[config.mk]
export PLATFORM = sky130hd
export DESIGN_NAME = sorted_priority_queue
export DESIGN_NICKNAME = d
export VERILOG_FILES = /design/src/hw/rtl/spq_pkg.sv /design/src/hw/rtl/spq_cell.sv /design/src/hw/rtl/sorted_priority_queue.sv
export SDC_FILE = /design/constraint.sdc
export NUM_CORES = 1
export LEC_CHECK = 0
export ABC_AREA = 1
export BUFFER_PORTS_ARGS = -buffer_cell sky130_fd_sc_hd__buf_2
export CORE_MARGIN = 2
export CORE_UTILIZATION = 42
export CTS_BUF_LIST = sky130_fd_sc_hd__clkbuf_2 sky130_fd_sc_hd__clkbuf_4 sky130_fd_sc_hd__clkbuf_8
export DETAILED_ROUTE_END_ITERATION = 16
export HOLD_SLACK_MARGIN = 0.15
export SLEW_MARGIN = 20
export SYNTH_ARGS = -nofsm -noshare
export SYNTH_HDL_FRONTEND = slang
export SYNTH_SLANG_ARGS = --single-unit
[constraint.sdc]
create_clock -name clk -period 9.23 [get_ports clk]
set_input_delay 0.923 -clock clk [delete_from_list [all_inputs] [get_ports clk]]
set_output_delay 0.923 -clock clk [all_outputs]
set_load 0.01 [all_outputs]
[src/hw/rtl/spq_pkg.sv]
// ----------------------------------------------------------------------------
// spq_pkg: shared types and constants for the sorted priority queue
// Holds the queue geometry, the command and result items and the cell controls.
// ----------------------------------------------------------------------------
package spq_pkg;

  // Queue geometry
  localparam int DEPTH     = 16;
  localparam int KEY_WIDTH = 16;
  localparam int COUNT_W   = $clog2(DEPTH + 1);

  // Operation codes
  localparam logic OP_INSERT  = 1'b0;
  localparam logic OP_EXTRACT = 1'b1;

  // Command item
  typedef struct packed {
    logic        operation;
    logic [15:0] item_value;
    logic [15:0] item_key;
  } cmd_t;

  // Result item
  typedef struct packed {
    logic [15:0] out_value;
    logic [15:0] out_key;
    logic        out_valid;
    logic        op_error;
    logic        is_empty;
    logic [4:0]  entry_count;
  } result_t;

  // Per-cycle controls broadcast to every cell
  typedef struct packed {
    logic ins;  // insert the new entry this cycle
    logic ext;  // drop the head and shift toward it
  } cell_ctl_t;

endpackage

[src/hw/rtl/spq_cell.sv]
// ----------------------------------------------------------------------------
// spq_cell: one slot of the sorted queue
// Holds one key and value, compares against the new key and shifts with its
// neighbors on insert and extract.
// ----------------------------------------------------------------------------
module spq_cell
  import spq_pkg::*;
(
  input  logic                 clk,
  input  cell_ctl_t            ctl,
  input  logic                 occ,
  input  logic                 left_stay,
  input  logic [KEY_WIDTH-1:0] new_key,
  input  logic [15:0]          new_value,
  input  logic [KEY_WIDTH-1:0] left_key,
  input  logic [15:0]          left_value,
  input  logic [KEY_WIDTH-1:0] right_key,
  input  logic [15:0]          right_value,
  output logic [KEY_WIDTH-1:0] key,
  output logic [15:0]          value,
  output logic                 stay
);

  // Keep the slot when it holds a strictly lower key than the new one
  assign stay = occ && (key < new_key);

  // Take the new entry, the left entry on insert, or the right entry on extract
  always_ff @(posedge clk) begin
    if (ctl.ins && !stay) begin
      key   <= left_stay ? new_key   : left_key;
      value <= left_stay ? new_value : left_value;
    end else if (ctl.ext) begin
      key   <= right_key;
      value <= right_value;
    end
  end

endmodule

[src/hw/rtl/sorted_priority_queue.sv]
// ----------------------------------------------------------------------------
// sorted_priority_queue: bounded min-priority queue kept sorted by key
// A row of slot cells holds the entries in ascending key order, head first.
// ----------------------------------------------------------------------------
// Usage:
//   Command channel: drive cmd and raise start; the item is taken at a clock
//   edge where start is high and busy is low. busy is high only during reset.
//   Insert (OP_INSERT) places item_value ahead of every entry whose key is
//   equal or greater; extract (OP_EXTRACT) removes and returns the head.
//   Result channel: one result item per command, on result while done is
//   high for exactly one cycle, the cycle after the command was taken.
//   The receiver cannot stall; a result must be captured in that cycle.
//   Throughput: one command per cycle while busy is low. Every cell compares
//   its key with the new key and shifts with its neighbors in the same cycle,
//   so the time the slot row takes to settle does not depend on the fill level.
//   An insert into a full queue and an extract from an empty one leave the
//   queue untouched and report op_error.
//   Reset: synchronous; empties the queue. Slot contents are not cleared, the
//   fill count alone marks which slots hold entries.
// ----------------------------------------------------------------------------
module sorted_priority_queue
  import spq_pkg::*;
(
  input  logic    clk,
  input  logic    rst,
  input  logic    start,
  output logic    busy,
  input  cmd_t    cmd,
  output logic    done,
  output result_t result
);

  logic [COUNT_W-1:0]   count;
  logic [COUNT_W-1:0]   count_next;
  logic                 accept;
  logic                 full;
  logic                 empty;
  logic                 fail;
  cell_ctl_t            ctl;
  logic [KEY_WIDTH-1:0] new_key;
  logic [KEY_WIDTH-1:0] slot_key   [DEPTH];
  logic [15:0]          slot_value [DEPTH];
  logic [DEPTH-1:0]     slot_stay;
  logic [DEPTH-1:0]     slot_occ;
  result_t              result_next;

  assign busy   = rst;
  assign accept = start && !busy;
  assign full   = (count == COUNT_W'(DEPTH));
  assign empty  = (count == '0);
  assign fail   = (cmd.operation == OP_INSERT) ? full : empty;

  // Broadcast insert or extract to the row only when it can succeed
  assign ctl.ins = accept && (cmd.operation == OP_INSERT)  && !full;
  assign ctl.ext = accept && (cmd.operation == OP_EXTRACT) && !empty;
  assign new_key = KEY_WIDTH'(cmd.item_key);

  // Build the row of slots
  for (genvar i = 0; i < DEPTH; i++) begin : g_slot
    logic                 lstay;
    logic [KEY_WIDTH-1:0] lkey;
    logic [15:0]          lvalue;
    logic [KEY_WIDTH-1:0] rkey;
    logic [15:0]          rvalue;

    assign slot_occ[i] = (COUNT_W'(i) < count);

    if (i == 0) begin : g_head
      assign lstay  = 1'b1;
      assign lkey   = new_key;
      assign lvalue = cmd.item_value;
    end else begin : g_body
      assign lstay  = slot_stay[i-1];
      assign lkey   = slot_key[i-1];
      assign lvalue = slot_value[i-1];
    end

    if (i == DEPTH - 1) begin : g_tail
      assign rkey   = slot_key[i];
      assign rvalue = slot_value[i];
    end else begin : g_inner
      assign rkey   = slot_key[i+1];
      assign rvalue = slot_value[i+1];
    end

    spq_cell u_cell (
      .clk         (clk),
      .ctl         (ctl),
      .occ         (slot_occ[i]),
      .left_stay   (lstay),
      .new_key     (new_key),
      .new_value   (cmd.item_value),
      .left_key    (lkey),
      .left_value  (lvalue),
      .right_key   (rkey),
      .right_value (rvalue),
      .key         (slot_key[i]),
      .value       (slot_value[i]),
      .stay        (slot_stay[i])
    );
  end

  // Advance the fill count and form the result item
  always_comb begin
    count_next = count;
    if (ctl.ins) begin
      count_next = count + COUNT_W'(1);
    end else if (ctl.ext) begin
      count_next = count - COUNT_W'(1);
    end
    result_next             = '0;
    result_next.op_error    = fail;
    result_next.out_valid   = ctl.ext;
    result_next.is_empty    = (count_next == '0);
    result_next.entry_count = 5'(count_next);
    if (ctl.ext) begin
      result_next.out_value = slot_value[0];
      result_next.out_key   = 16'(slot_key[0]);
    end
  end

  // Hold the count and the result strobe
  always_ff @(posedge clk) begin
    if (rst) begin
      count <= '0;
      done  <= 1'b0;
    end else begin
      count <= count_next;
      done  <= accept;
    end
  end

  // Hold the result payload
  always_ff @(posedge clk) begin
    if (accept) begin
      result <= result_next;
    end
  end

  a_done_follows: assert property (@(posedge clk) disable iff (rst)
    accept |=> done)
    else $error("accepted command produced no result");

  a_valid_no_err: assert property (@(posedge clk) disable iff (rst)
    done |-> !(result.out_valid && result.op_error))
    else $error("result both valid and failed");

  a_empty_match: assert property (@(posedge clk) disable iff (rst)
    done |-> (result.is_empty == (result.entry_count == 5'd0)))
    else $error("empty flag disagrees with entry count");

  a_count_bound: assert property (@(posedge clk) disable iff (rst)
    count <= COUNT_W'(DEPTH))
    else $error("fill count above depth");

  a_head_sorted: assert property (@(posedge clk) disable iff (rst)
    (count > COUNT_W'(1)) |-> (slot_key[0] <= slot_key[1]))
    else $error("head slot out of order");

endmodule

==> impl_metrics.ini <==
[outcome]
outcome = finished, final reports clean

[yosys]
synth_edf_count = 552
yosysTopAreaCell = edfxtp_1
yosys_warnings = 0
ys_ff_latch = 558
synth_ff_type = edfxtp_1
synth_top_area_share_pct = 45.8
syn_area_per_cell_sq_um = 7.67
syn_area_sq_um = 36200
synth_cell_types = 44
async_reset_ff_share_pct = 0
synth.most_common_cell = nand2_1
ys_seq_area_share_pct = 46.2
yosys-top-cells-count = 2,603 x nand2_1, 552 x edfxtp_1, 481 x nand3_1
synth_cells = 4716
synth.area.top_cells = edfxtp_1 46%, nand2_1 27%, ha_1 8.4%, nand3_1 6.7%, buf_2 2.3%
syn-num-nets = 4996

[min_path]
hp-class = input port to register
hold_path_end = done
hold_start = start
whs_path_depth = 3

[sta]
finalSetupTns_ps = 0
fmax_mhz = 193
maxSlewViolCount = 0
min_period_ps = 5180
skew_ps = 43.6
worstMarginPinSlew_ps = 1090
hold_slack_ps = 477
hold_viol_final = 0
setup_viol = 0
relSlewSlack_pct = 27.4
period_share_pct = 56.1
rsz0062_at_grt = no

[clock_network]
ctsHoldBuffers = 0
cts_setup_buffers = 0
post_cts_resized = 0
htreeDepth = 3
clock_sinks = 558
clkLatencyLatePin_ps = 760
cts_buffers = 99
tritoncts = yes
max-clock-path-buffers = 3
cts_root_buf = clkbuf_8
clkSlewWorstSetupHoldPaths_ps = 70

[layout]
nets = 4960
syn2layout_area_growth_pct = 7.90
layout-drive-gt1-share_pct = 7.71

[route]
vias_per_cell = 5.51
route.detailed.wl_per_inst_microns = 23.9
drt-initial-drc-count = 4187
ant_nets = 0
vias = 32600
drt_first_pass_iters = 6
drc = 0
finalWirelength_mm = 141

[floorplan]
ios = 78
die_y_microns = 297
dieArea_sq_um = 88500
rows = 107
die_w_microns = 297
start_util_pct = 42.4
core_area_sq_um = 85300

[setup_path]
end_kind = register
worst-setup-path-type = input port to register
rr_endpoint = g_slot[7].u_cell.value[3]
startpoint_type = input port
reg2reg_depth = 10
worstPathRequired_ps = 9620
crit_fanout = 34
reg2reg_slack_ps = 4990
worstPathArrival_ps = 5570
cp-startpoint = cmd[15]
timing.rr.start = g_slot[7].u_cell.key[15]

[place]
place_congestion = 1.02
port_buffers = 77
hpwl_mm = 97.2

[grt]
antenna_found_initial = 3
grt_overflow = 0
grt_start_max_net_pins = 65
grt_pass1_vias = 30300
grt_pass1_wl_mm = 203
grt_usage_pct = 31.3

[power_and_ir_drop]
power.leakage_uw = 0.0191
vdd_drop_max_uv = 118
p_per_area_nw_per_um2 = 183

[job]
cap_violations = 0
critical path, stage by stage:
cell and delay (ps):
buf_2 490, inv_1 580, ha_1 490, nand2_1 60
inv_1 80, nand3_1 100, nor2_1 150, nand2_1 630
nand2_2 760, nand2_2 510, nand2_1 340, buf_4 410
layer usage:
metal | vias to the layer above | GRT usage [%] | routed length, microns
met2 | 1897 | 46.8 | 60300
met1 | 15000 | 40.4 | 53800
met4 | 0 | 20.2 | 10700
met5 | - | 0 | 0
li1 | 15300 | - | -
met3 | 385 | 7.60 | 16100
stage by stage:
stage | setup slack (ps) | instance area [sq um] | std cells | total power (uW) | utilization, %
finish | 4050 | 39000 | 5908 | 7160 | 45.8
global placement | 3390 | 37000 | 5723 | 4630 | 43.4
detailed placement | 3340 | 37000 | 5723 | 4650 | 43.4
CTS | 4110 | 39000 | 5903 | 7120 | 45.8
global route | 3720 | 39000 | 5906 | 7430 | 45.8
floorplan | 5410 | 36200 | 4716 | 4160 | -
cell families after synthesis:
family	Yosys count	synth area share [%]
simple gates	3260	36.5
compound gates	197	2.95
fa+ha+maj	244	8.44
flops	558	46.2
xor+xnor	5	0.121
buf+inv	452	5.89
flip-flops by register name, summed over array words and instances, names as in the netlist:
register / flops
done: 1
g_slot.u_cell.key: 256
result: 40
g_slot.u_cell.value: 256
count: 5
placed cells by master, fill, tap and decap left out, drive strengths merged:
cell type and n:
ha 244, dfxtp 6, a21oi 93, nand4 16, bufinv 9, o21ai 83
edfxtp 552, clkinv 45, xor2 5, nand3b 2, diode 5, a21o 4
inv 187, clkinvlp 1, or2 2, clkbuf 122, nor4 2, nor2 101
nand2 2636, o21bai 1, nor3 17, a31oi 1, o211ai 1, a211oi 3
o21a 10, o31ai 1, nand3 484, buf 131
worst max path at each step:
| stage | to | cells past startpoint | slack [ps] |
|---|---|---|---|
| finish | g_slot[7].u_cell.value[3] | 12 | 4050 |
| global route | g_slot[7].u_cell.key[1] | 12 | 3720 |
| CTS | g_slot[6].u_cell.value[9] | 10 | 4110 |
| detailed placement | g_slot[6].u_cell.value[3] | 10 | 3340 |
| global placement | g_slot[6].u_cell.value[7] | 10 | 3390 |
| floorplan | g_slot[11].u_cell.key[0] | 11 | 5410 |
report_power, final:
part | leakage, uW | internal, uW | switching (uW)
registers | 0.00516 | 3040 | 201
clock network | 0.00107 | 1360 | 1150
logic | 0.0128 | 398 | 1010
cell type report:
cell class	instances	area [sq um]
fillers	8661	46200
multi-input cells	3706	17400
flip-flops and latches	558	16700
clock buffers	122	1550
well taps	1144	1430
repair buffers	131	791
inverters	184	698
clock inverters	58	490
diodes	5	12.5
Power figures use the tool's default switching activity.
